==> config.mk <==
export PLATFORM = sky130hd
export DESIGN_NAME = segment_grid_to_driver_ram
export DESIGN_NICKNAME = d
export VERILOG_FILES = /design/src/hdl/sgd_pkg.sv /design/src/hdl/sgd_ram.sv /design/src/hdl/sgd_cell_store.sv /design/src/hdl/segment_grid_to_driver_ram.sv
export SDC_FILE = /design/constraint.sdc
export NUM_CORES = 1
export LEC_CHECK = 0
export ABC_CLOCK_PERIOD_IN_PS = 6200
export CAP_MARGIN = 10
export CORE_UTILIZATION = 45
export DETAILED_ROUTE_END_ITERATION = 10
export DONT_BUFFER_PORTS = 1
export PLACE_DENSITY = 0.66
export SLEW_MARGIN = 15
export SYNTH_ARGS = -nofsm -noshare
export SYNTH_HDL_FRONTEND = slang
export SYNTH_SLANG_ARGS = --single-unit
==> constraint.sdc <==
create_clock -name clk -period 6.2 [get_ports clk]
set_input_delay 0.31 -clock clk [delete_from_list [all_inputs] [get_ports clk]]
set_output_delay 0.31 -clock clk [all_outputs]
set_load 0.05 [all_outputs]
==> src/hdl/sgd_pkg.sv <==
package sgd_pkg;

  localparam int UNIT_COUNT  = 3;
  localparam int GRID_COLS   = 6;
  localparam int RAM_BYTES   = 16;

  localparam int GRID_ROWS   = 2 * UNIT_COUNT;
  localparam int CELL_COUNT  = GRID_ROWS * GRID_COLS;
  localparam int DIGITS_USED = 12;
  localparam int UNIT_STRIDE = 2 * GRID_COLS;
  // digits actually loaded per unit
  localparam int DIG_N       = (UNIT_STRIDE < DIGITS_USED) ? UNIT_STRIDE : DIGITS_USED;
  localparam int DIG_SLOTS   = 16;

  localparam int CELL_AW     = $clog2(CELL_COUNT);
  localparam int DIG_AW      = $clog2(DIG_N);
  localparam int DCNT_W      = $clog2(DIG_N + 1);
  localparam int UNIT_CW     = (UNIT_COUNT > 4) ? 3 : 2;
  localparam int ADDR_W      = $clog2(RAM_BYTES);

  localparam logic [2:0] MODE_SET   = 3'd0;
  localparam logic [2:0] MODE_OR    = 3'd1;
  localparam logic [2:0] MODE_CLR   = 3'd2;
  localparam logic [2:0] MODE_ZERO  = 3'd3;
  localparam logic [2:0] MODE_FILL  = 3'd4;
  localparam logic [2:0] MODE_FLUSH = 3'd5;

  typedef struct packed {
    logic               wr_en;
    logic [CELL_AW-1:0] wr_addr;
    logic [7:0]         wr_data;
    logic               rd_en;
    logic [CELL_AW-1:0] rd_addr;
    logic               wipe;
    logic               wipe_ones;
  } cs_req_t;

endpackage

==> src/hdl/sgd_ram.sv <==
module sgd_ram #(
  parameter int WIDTH = 8,
  parameter int DEPTH = 36
) (
  input  logic                     clk,
  input  logic                     we,
  input  logic [$clog2(DEPTH)-1:0] waddr,
  input  logic [WIDTH-1:0]         wdata,
  input  logic                     re,
  input  logic [$clog2(DEPTH)-1:0] raddr,
  output logic [WIDTH-1:0]         rdata
);

  logic [WIDTH-1:0] mem [DEPTH];

  always_ff @(posedge clk) begin
    if (we) begin
      mem[waddr] <= wdata;
    end
    if (re) begin
      rdata <= mem[raddr];
    end
  end

endmodule

==> src/hdl/sgd_cell_store.sv <==
module sgd_cell_store import sgd_pkg::*; (
  input  logic       clk,
  input  logic       rst,
  input  cs_req_t    req,
  output logic [7:0] rd_data
);

  logic [CELL_COUNT-1:0] valid;
  logic                  fill_ones;
  logic                  rd_valid;
  logic [7:0]            ram_q;

  // entries not written since the last wipe read as the wipe value
  always_ff @(posedge clk) begin
    if (rst) begin
      valid     <= '0;
      fill_ones <= 1'b0;
      rd_valid  <= 1'b0;
    end else begin
      if (req.wipe) begin
        valid     <= '0;
        fill_ones <= req.wipe_ones;
      end else if (req.wr_en) begin
        valid[req.wr_addr] <= 1'b1;
      end
      if (req.rd_en) begin
        rd_valid <= valid[req.rd_addr];
      end
    end
  end

  sgd_ram #(
    .WIDTH(8),
    .DEPTH(CELL_COUNT)
  ) u_ram (
    .clk  (clk),
    .we   (req.wr_en),
    .waddr(req.wr_addr),
    .wdata(req.wr_data),
    .re   (req.rd_en),
    .raddr(req.rd_addr),
    .rdata(ram_q)
  );

  assign rd_data = rd_valid ? ram_q : {8{fill_ones}};

endmodule

==> src/hdl/segment_grid_to_driver_ram.sv <==
// Set cell, zero grid and fill grid: a single request taken in idle. OR / clear bits: read-modify-write
// through the cell RAM's registered read, with the write done in the RMW state. Flush: per unit,
// load the unit's digits one RAM read a cycle, then emit 16 beats at one per cycle while the
// output does not stall. Not ready while an item is in progress.
// Reset (synchronous, active high) makes the whole grid read as zero at once; no clearing pass.
module segment_grid_to_driver_ram import sgd_pkg::*; (
  input  logic       clk,
  input  logic       rst,
  input  logic       cmd_valid,
  output logic       cmd_ready,
  input  logic [2:0] mode,
  input  logic [2:0] column,
  input  logic [2:0] row,
  input  logic [7:0] segments,
  output logic       res_valid,
  input  logic       res_ready,
  output logic [1:0] unit,
  output logic [3:0] ram_addr,
  output logic [7:0] ram_byte,
  output logic       last
);

  typedef enum logic [3:0] {
    ST_IDLE = 4'b0001,
    ST_RMW  = 4'b0010,
    ST_LOAD = 4'b0100,
    ST_EMIT = 4'b1000
  } state_t;

  state_t state;

  cs_req_t             req;
  logic [7:0]          rd_data;
  logic                cmd_fire;
  logic                cell_ok;
  logic [7:0]          cell_idx_full;
  logic [CELL_AW-1:0]  cell_idx;

  logic [CELL_AW-1:0]  rmw_addr;
  logic                rmw_or;
  logic [7:0]          rmw_seg;

  logic [CELL_AW-1:0]  base;
  logic [DCNT_W-1:0]   dcnt;
  logic                ld_vld;
  logic [DIG_AW-1:0]   ld_ptr;
  logic [UNIT_CW-1:0]  unit_cnt;
  logic [ADDR_W-1:0]   addr_cnt;
  logic                emit_load;

  logic [7:0]          dig [DIG_N];
  logic [7:0]          pad [DIG_SLOTS];
  logic [7:0]          byte_calc;
  logic [2:0]          seg_sel;

  assign cmd_ready = (state == ST_IDLE);
  assign cmd_fire  = cmd_valid && cmd_ready;
  assign emit_load = (state == ST_EMIT) && (!res_valid || res_ready);

  assign cell_ok       = (4'(column) < 4'(GRID_COLS)) && (5'(row) < 5'(GRID_ROWS));
  assign cell_idx_full = 8'(row) * 8'(GRID_COLS) + 8'(column);
  assign cell_idx      = cell_idx_full[CELL_AW-1:0];

  always_comb begin
    req = '0;
    case (state)
      ST_IDLE: begin
        if (cmd_fire) begin
          case (mode)
            MODE_SET: begin
              req.wr_en   = cell_ok;
              req.wr_addr = cell_idx;
              req.wr_data = segments;
            end
            MODE_OR, MODE_CLR: begin
              req.rd_en   = cell_ok;
              req.rd_addr = cell_idx;
            end
            MODE_ZERO: begin
              req.wipe = 1'b1;
            end
            MODE_FILL: begin
              req.wipe      = 1'b1;
              req.wipe_ones = 1'b1;
            end
            default: ;
          endcase
        end
      end
      ST_RMW: begin
        req.wr_en   = 1'b1;
        req.wr_addr = rmw_addr;
        req.wr_data = rmw_or ? (rd_data | rmw_seg) : (rd_data & ~rmw_seg);
      end
      ST_LOAD: begin
        req.rd_en   = (dcnt < DCNT_W'(DIG_N));
        req.rd_addr = base + CELL_AW'(dcnt);
      end
      default: ;
    endcase
  end

  sgd_cell_store u_store (
    .clk    (clk),
    .rst    (rst),
    .req    (req),
    .rd_data(rd_data)
  );

  // digits past the loaded ones read as zero
  for (genvar d = 0; d < DIG_SLOTS; d++) begin : g_pad
    if (d < DIG_N) begin : g_used
      assign pad[d] = dig[d];
    end else begin : g_unused
      assign pad[d] = '0;
    end
  end

  // byte 2*s+h: bit j is segment bit 7-s of digit j+8h
  assign seg_sel = addr_cnt[ADDR_W-1:1];
  always_comb begin
    for (int j = 0; j < 8; j++) begin
      byte_calc[j] = addr_cnt[0] ? pad[j + 8][~seg_sel] : pad[j][~seg_sel];
    end
  end

  always_ff @(posedge clk) begin
    if (rst) begin
      state     <= ST_IDLE;
      res_valid <= 1'b0;
      ld_vld    <= 1'b0;
      base      <= '0;
      dcnt      <= '0;
      unit_cnt  <= '0;
      addr_cnt  <= '0;
    end else begin
      ld_vld <= (state == ST_LOAD) && req.rd_en;
      if (res_valid && res_ready) begin
        res_valid <= 1'b0;
      end
      if (emit_load) begin
        res_valid <= 1'b1;
      end
      case (state)
        ST_IDLE: begin
          if (cmd_fire) begin
            if ((mode inside {MODE_OR, MODE_CLR}) && cell_ok) begin
              state <= ST_RMW;
            end else if (mode == MODE_FLUSH) begin
              state    <= ST_LOAD;
              base     <= '0;
              dcnt     <= '0;
              unit_cnt <= '0;
            end
          end
        end
        ST_RMW: begin
          state <= ST_IDLE;
        end
        ST_LOAD: begin
          if (dcnt < DCNT_W'(DIG_N)) begin
            dcnt <= dcnt + 1'b1;
          end else begin
            state    <= ST_EMIT;
            addr_cnt <= '0;
          end
        end
        ST_EMIT: begin
          if (emit_load) begin
            addr_cnt <= addr_cnt + 1'b1;
            if (addr_cnt == ADDR_W'(RAM_BYTES - 1)) begin
              if (unit_cnt == UNIT_CW'(UNIT_COUNT - 1)) begin
                state <= ST_IDLE;
              end else begin
                state    <= ST_LOAD;
                unit_cnt <= unit_cnt + 1'b1;
                base     <= base + CELL_AW'(UNIT_STRIDE);
                dcnt     <= '0;
              end
            end
          end
        end
        default: state <= ST_IDLE;
      endcase
    end
  end

  always_ff @(posedge clk) begin
    if (cmd_fire) begin
      rmw_addr <= cell_idx;
      rmw_or   <= (mode == MODE_OR);
      rmw_seg  <= segments;
    end
    ld_ptr <= dcnt[DIG_AW-1:0];
    if (ld_vld) begin
      dig[ld_ptr] <= rd_data;
    end
    if (emit_load) begin
      unit     <= unit_cnt[1:0];
      ram_addr <= addr_cnt;
      ram_byte <= byte_calc;
      last     <= (unit_cnt == UNIT_CW'(UNIT_COUNT - 1)) &&
                  (addr_cnt == ADDR_W'(RAM_BYTES - 1));
    end
  end

  // read-modify-write only follows an accepted item
  a_rmw_after_idle: assert property (@(posedge clk) disable iff (rst)
    state == ST_RMW |-> $past(state) == ST_IDLE)
    else $error("rmw entered without an accepted item");

  // load data returns only while the unit's digits are being loaded
  a_load_return: assert property (@(posedge clk) disable iff (rst)
    ld_vld |-> state == ST_LOAD)
    else $error("load data returned outside load");

  a_dcnt_range: assert property (@(posedge clk) disable iff (rst)
    state == ST_LOAD |-> dcnt <= DCNT_W'(DIG_N))
    else $error("digit counter out of range");

  // a new beat is only produced while emitting
  a_beat_src: assert property (@(posedge clk) disable iff (rst)
    $rose(res_valid) |-> $past(state) == ST_EMIT)
    else $error("beat produced outside emit");

endmodule
After elaboration in Yosys (flattened, before gate mapping)

Memory sizes are Yosys's and may differ from the RTL's. A register that Yosys moved wholly into a read port is not among the register bits.
Cells that the tools add are included.

Bits in read-only memories: 8
Output and inout port bits: 17
Memories: 3
Flip-flop bits (word level): 94
Bits in writable memories: 384

Eq/ne operators: 20
$mul: 1
Reductions and logical operators: 23
Bitwise operators: 5
Magnitude comparators: 7
Multiplexer cells: 86
Add/subtract/negate cells: 6

Memories:

| memory            | words | width | rd ports | clocked after memory_dff | write ports | RTL line                          | source |
|---|---|---|---|---|---|---|---|
| u_store.u_ram.mem | 36    | 8     | 1        | 1                        | 1           | sgd_ram.sv:14                     | `logic [WIDTH-1:0] mem [DEPTH];` |
| dig               | 12    | 8     | 12       | 0                        | 1           | segment_grid_to_driver_ram.sv:51  | `logic [7:0] dig [DIG_N];` |
| (name not given)  | 8     | 1     | 1        | 0                        | 0           | segment_grid_to_driver_ram.sv:123 | `byte_calc[j] = addr_cnt[0] ? pad[j + 8][~seg_sel] : pad[j][~seg_sel];` |

Operator list:

| kind                                               | number |
|---|---|
| two-way mux 4 bit                                  | 15 |
| binary-select mux 1 bit (select 3 bit)             | 12 |
| two-way mux 6 bit                                  | 6 |
| bitwise OR 36 bit                                  | 1 |
| two-way mux 1 bit                                  | 31 |
| one-hot mux 15 bit (2 select lines)                | 1 |
| two-way mux 24 bit                                 | 1 |
| one-hot mux 4 bit (3 select lines)                 | 2 |
| two-way mux 8 bit                                  | 2 |
| two-way mux 15 bit                                 | 1 |
| < comparator 6 x 7 -> 1 bit, second input constant | 2 |
| two-way mux 2 bit                                  | 7 |
| one-hot mux 7 bit (2 select lines)                 | 1 |
| one-hot mux 6 bit (2 select lines)                 | 1 |
| adder 4 x 1 -> 4 bit, second input constant        | 2 |
| bitwise AND 8 bit                                  | 1 |
| equality test 4 bit, second input constant         | 2 |
| logical AND 1 bit                                  | 8 |
| != test 2 x 1 -> 1 bit, second input constant      | 4 |
| != test 2 bit, second input constant               | 4 |
| NOT 8 bit                                          | 1 |
| bitwise OR 8 bit                                   | 1 |
| one-hot mux 4 bit (2 select lines)                 | 1 |
| AND reduction 8 bit                                | 1 |
| 32 further kinds                                   | 40 |

Logic depth before layout (Yosys ltp)

Depth after elaboration: 10
Depth in mapped cells: 13

Hierarchy

Synthesis repeated with hierarchy kept, for this count alone.

Cells, all modules: 1232
Area total of the unflattened synthesis: 19831.5 um2

Modules (own cells, without submodules):

| module                     | instances | area each (um2) | cells each |
|---|---|---|---|
| sgd_ram                    | 1         | 11802.6         | 634 |
| segment_grid_to_driver_ram | 1         | 6324.8          | 406 |
| sgd_cell_store             | 1         | 1704.1          | 192 |

Least setup slack after synthesis

OpenSTA, ideal clock, no wires.

Kind: register to register
From: reg state[3]
To: mem u_store.u_ram.mem[22][0] (enable)
Data arrival time: 2.871 ns
Setup time: 0.374 ns
Cell stages (with the launch flop): 9
Path buffers: 1
Data required time: 5.826 ns
Clock period less this slack: 3.245 ns
Setup slack: 2.955 ns
Cell sequence: dfxtp_1 nor4b_4 nand2_1 nor4_2 buf_2 nand2_1 o22ai_1 nand2_1 nor2_1

Longest elaborated chain between the ends: 6

Ends and longest elaborated chain:

| element                                 | RTL line                          | source |
|---|---|---|
| start, declared                         | segment_grid_to_driver_ram.sv:30  | `state_t state;` |
| start signal, assigned                  | segment_grid_to_driver_ram.sv:129 | `state <= ST_IDLE;` |
| start signal, assigned                  | segment_grid_to_driver_ram.sv:148 | `state <= ST_RMW;` |
| start signal, assigned                  | segment_grid_to_driver_ram.sv:150 | `state <= ST_LOAD;` |
| equality test 4 x 1 -> 1 bit *          | segment_grid_to_driver_ram.sv:56  | `assign cmd_ready = (state == ST_IDLE);` |
| named net cmd_ready                     | segment_grid_to_driver_ram.sv:10  | `output logic cmd_ready,` |
| logical AND 1 bit                       | segment_grid_to_driver_ram.sv:57  | `assign cmd_fire = cmd_valid && cmd_ready;` |
| two-way mux 24 bit                      | segment_grid_to_driver_ram.sv:68  | `if (cmd_fire) begin` |
| one-hot mux 15 bit (2 select lines) *   | segment_grid_to_driver_ram.sv:66  | `case (state)` |
| two-way mux 1 bit                       | sgd_ram.sv:17                     | `if (we) begin` |
| two-way mux 1 bit (implied by the code) | sgd_ram.sv:18                     | `mem[waddr] <= wdata;` |
| end, declared                           | sgd_ram.sv:14                     |  |

The timed path passes the listed nets; every way through them passes the cells marked *.

Final worst setup path

From: reg state[0]
To: reg u_store.u_ram.rdata[5] (read register of u_store.u_ram.mem), data pin

Longest elaborated chain between the ends: 4

Ends and longest elaborated chain:

| element                              | RTL line                                                           | source |
|---|---|---|
| equality test 4 x 1 -> 1 bit         | segment_grid_to_driver_ram.sv:56, segment_grid_to_driver_ram.sv:66 |  |
| logical AND 1 bit                    | segment_grid_to_driver_ram.sv:57                                   |  |
| two-way mux 24 bit                   | segment_grid_to_driver_ram.sv:68                                   |  |
| one-hot mux 7 bit (2 select lines) * | segment_grid_to_driver_ram.sv:66                                   |  |
| end, declared                        | sgd_ram.sv:11                                                      | `output logic [WIDTH-1:0] rdata` |

Mark *: on every way between the ends. The rest lies on a longest branch, timed or not.
A chain may end at the register's enable or synchronous reset.

==> flow_summary_export.csv <==
group,metric,value,unit
run_status,status,"finished clean",
yosys,synth_cells,1476,
min_path,hold_start,"mode[1]",
yosys,synth_edf_count,422,
clock_tree,clock-root-buffer,"clkbuf_16",
yosys,synthTopCellsByCount,"edfxtp_1, nand2_1, nand3_1, nor2_1, dfxtp_1",
critical_path,endpoint_kind,"register",
detailed_routing,num_vias,12200,
power_and_ir_drop,p_int,5.27,mW
yosys,synth_most_common_cell,"edfxtp_1",
clock_tree,htree_levels,2,
power_and_ir_drop,power_frac_seq,52.5,%
clock_tree,cts_made_buffers,50,
grt,antenna_found_initial,0,
clock_tree,worstSkewPairLatency,600,ps
place,gp_congestion,0.827,
floorplanning,coreArea,43200,sq um
yosys,yosysUniqueCellTypes,63,
clock_tree,clkSlewWorstSetupHoldPaths,60,ps
power_and_ir_drop,p_sw_share,23.4,%
detailed_routing,ant_nets,0,
critical_path,cp-start-kind,"register",
final_layout,drive_above_1_share,9.99,%
critical_path,slowest_stage,"nand2_4",
final_layout,layoutNonFillerInstCount,2107,
timing,fin_crit_sh,67.3,%
min_path,min_to,"rmw_or",
detailed_routing,drtIter0Drc,1254,
power_and_ir_drop,pwr-share-clk,40.5,%
yosys,yosysWarningCount,0,
grt,grt_pass1_wl,72900,um
grt,grt_overflow,0,
place,dp.cells,1998,
place,postPlaceCellArea,20300,sq um
critical_path,critical_path_required,6610,ps
floorplanning,die_area,44600,sq um
clock_tree,cts_setup_buffers,0,
timing,tns,0,ps
power_and_ir_drop,leakage,7.25,nW
yosys,async_flop_share,0,%
yosys,yosysSeqAreaShare,70.6,%
critical_path,cp_cell_sequence,"nor4b_4 -> buf_4 -> nand4_1 -> nand2_4 -> a211oi_1 -> a311oi_1 -> o21ai_0 -> and3_1 -> a211oi_1",
power_and_ir_drop,combinationalPowerShare,7.0,%
detailed_routing,wire_per_inst,22.6,um
yosys,yosysTopAreaCellShare,64.3,%
grt,track_usage,21.8,%
yosys,ys.flop_type,"edfxtp_1",
clock_tree,post_cts_resized,0,
critical_path,reg2reg_to,"u_store.u_ram.rdata[5]",
min_path,hold_path.class,"in -> reg",
yosys,avgSynthCellArea,13.4,sq um
critical_path,r2r-start,"state[0]",
timing,fmax,0.240,GHz
floorplanning,boundaryPins,38,
timing,rsz0062_at_grt,"no",
critical_path,worstPathArrival,4580,ps
place,dp_hpwl,28700,um
detailed_routing,via_per_inst,5.81,
timing,fin_crit,4170,ps
detailed_routing,routed_wl,47600,um
place,port_buffers,0,
final_layout,nets,1515,
detailed_routing,first_pass_iters,6,
critical_path,reg2reg_depth,9,
clock_tree,cts.sinks,484,
final_layout,insertedDiodeCount,0,
yosys,synth_area_leader_cell,"edfxtp_1",
yosys,synth_nets,1510,
yosys,syn-cell-area,19700,sq um
timing,finalSetupViolCount,0,
critical_path,cp_max_fo,71,
critical_path,cp_common_cell,"a211oi_1",
job,maxCapViolations,0,
grt,grt_max_degree,76,
timing,worst_pin_slew,1180,ps
clock_tree,cts_tree,"built",
final_layout,postLayoutCoreUtil,50.9,%
power_and_ir_drop,p_per_area,313,nW/um^2
yosys,synthTopCellsByArea,"edfxtp_1, dfxtp_1, nand2_1",
grt,grt_pass1_vias,12100,
power_and_ir_drop,irDropWorstVdd,253,uV
timing,slew_headroom,21.0,%
final_layout,area_delta_synth_final,11.5,%
clock_tree,clockBufferDepth,3,
clock_tree,hold_buffers,16,
timing,finClkSkew,34.4,ps
detailed_routing,drc,0,
critical_path,path_class,"reg -> reg",
floorplanning,initial_utilization,45.7,%
critical_path,cp_slowest_stage_delay,940,ps
critical_path,reg2reg_slack,2030,ps
yosys,synth_seq_cells,484,
final_layout,final_area,22000,sq um
floorplanning,die_x,211,um
floorplanning,fp-row-count,76,
timing,slew_violations,0,
timing,hold_violations,0,
power_and_ir_drop,p_sw,1.61,mW
floorplanning,die_height,211,um
min_path,min_path_cells,2,
## area by class of cell
cell class              instances  area (sq um)
fillers                      3734         21200
flip-flops and latches        484         13900
multi-input cells             889          5390
clock buffers                  68          1360
well taps                     585           732
repair buffers                 42           380
clock inverters                25           148
inverters                      14          52.6
## logic make-up (layout without fill, tap and decap cells)
kind of cell	Yosys count	in the layout	share of synthesized area, %
adder cells (fa/ha/maj)	13	13	0.901
multiplexers	42	42	3.95
AO/OA/AOI/OAI	238	238	8.66
XOR/XNOR	7	7	0.311
AND/OR/NAND/NOR	589	589	13.3
flip-flops	484	484	70.6
buffers and inverters	103	149	2.26
## cells in the final DEF, fill, tap and decap left out, types with 15 or more instances in the layout
master | netlist | routed
dfxtp_1 | 62 | 61
a31oi_1 | 38 | 38
nand3_1 | 95 | 95
buf_4 | 3 | 24
nor2_1 | 76 | 76
nand2_1 | 323 | 322
a21oi_1 | 33 | 32
and3_1 | 37 | 37
a311oi_1 | 21 | 21
edfxtp_1 | 422 | 422
a211oi_1 | 30 | 30
o21ai_0 | 18 | 18
clkbuf_1 | 45 | 15
clkbuf_16 | 0 | 51
dlygate4sd3_1 | 0 | 16
o21a_1 | 39 | 39
mux4_2 | 28 | 28
## worst max path at each step
stage,cells after the start,slack (ps),start,end
after floorplan,8,2960,state[3],u_store.u_ram.mem[22][0]
after global placement,10,2200,row[0],u_store.rd_valid
after detailed placement,10,2100,state[0],u_store.u_ram.rdata[3]
after CTS,10,2060,state[0],u_store.u_ram.rdata[3]
after global routing,9,1770,state[0],u_store.u_ram.rdata[5]
final,9,2030,state[0],u_store.u_ram.rdata[5]
## metrics by stage
stage	setup WS, ps	hold WS [ps]	power, mW
floorplan	2960	378	3.99
global placement	2200	380	4.14
detailed placement	2100	384	4.15
CTS	2060	3.30	6.91
global route	1770	19.6	7.08
finish	2030	31.8	6.88
## layer usage
metal  wire [um]  vias to the layer above  track usage, %
met1       19600                     6094            28.7
met3        3770                      107            4.90
met4        1860                        0            9.75
li1            -                     5555               -
met2       22400                      486            34.8
met5           0                        -               0
## flip-flops by register name (all words and copies together), names as in the netlist, 6 cells and up
register             cells
u_store.u_ram.mem      288
dig                     96
u_store.valid           36
ram_byte                 8
rmw_seg                  8
u_store.u_ram.rdata      8
rmw_addr                 6
## worst max-delay path: cells and delay by family, from the launching register on
| family | cells | cell delay (ps) |
|---|---|---|
| flip-flops | 1 | 470 |
| AND/OR/NAND/NOR | 4 | 2200 |
| AO/OA/AOI/OAI | 4 | 990 |
| buffers and inverters | 1 | 280 |
## power groups by stage
stage | registers [mW] | clock network, mW | logic (mW)
2_1_floorplan | 3.67 | 0 | 0.318
3_3_place_gp | 3.68 | 0 | 0.461
3_5_place_dp | 3.68 | 0 | 0.467
4_1_cts | 3.61 | 2.81 | 0.481
5_1_grt | 3.62 | 2.94 | 0.521
6_report | 3.61 | 2.78 | 0.485
Power figures use the tool's default switching activity.
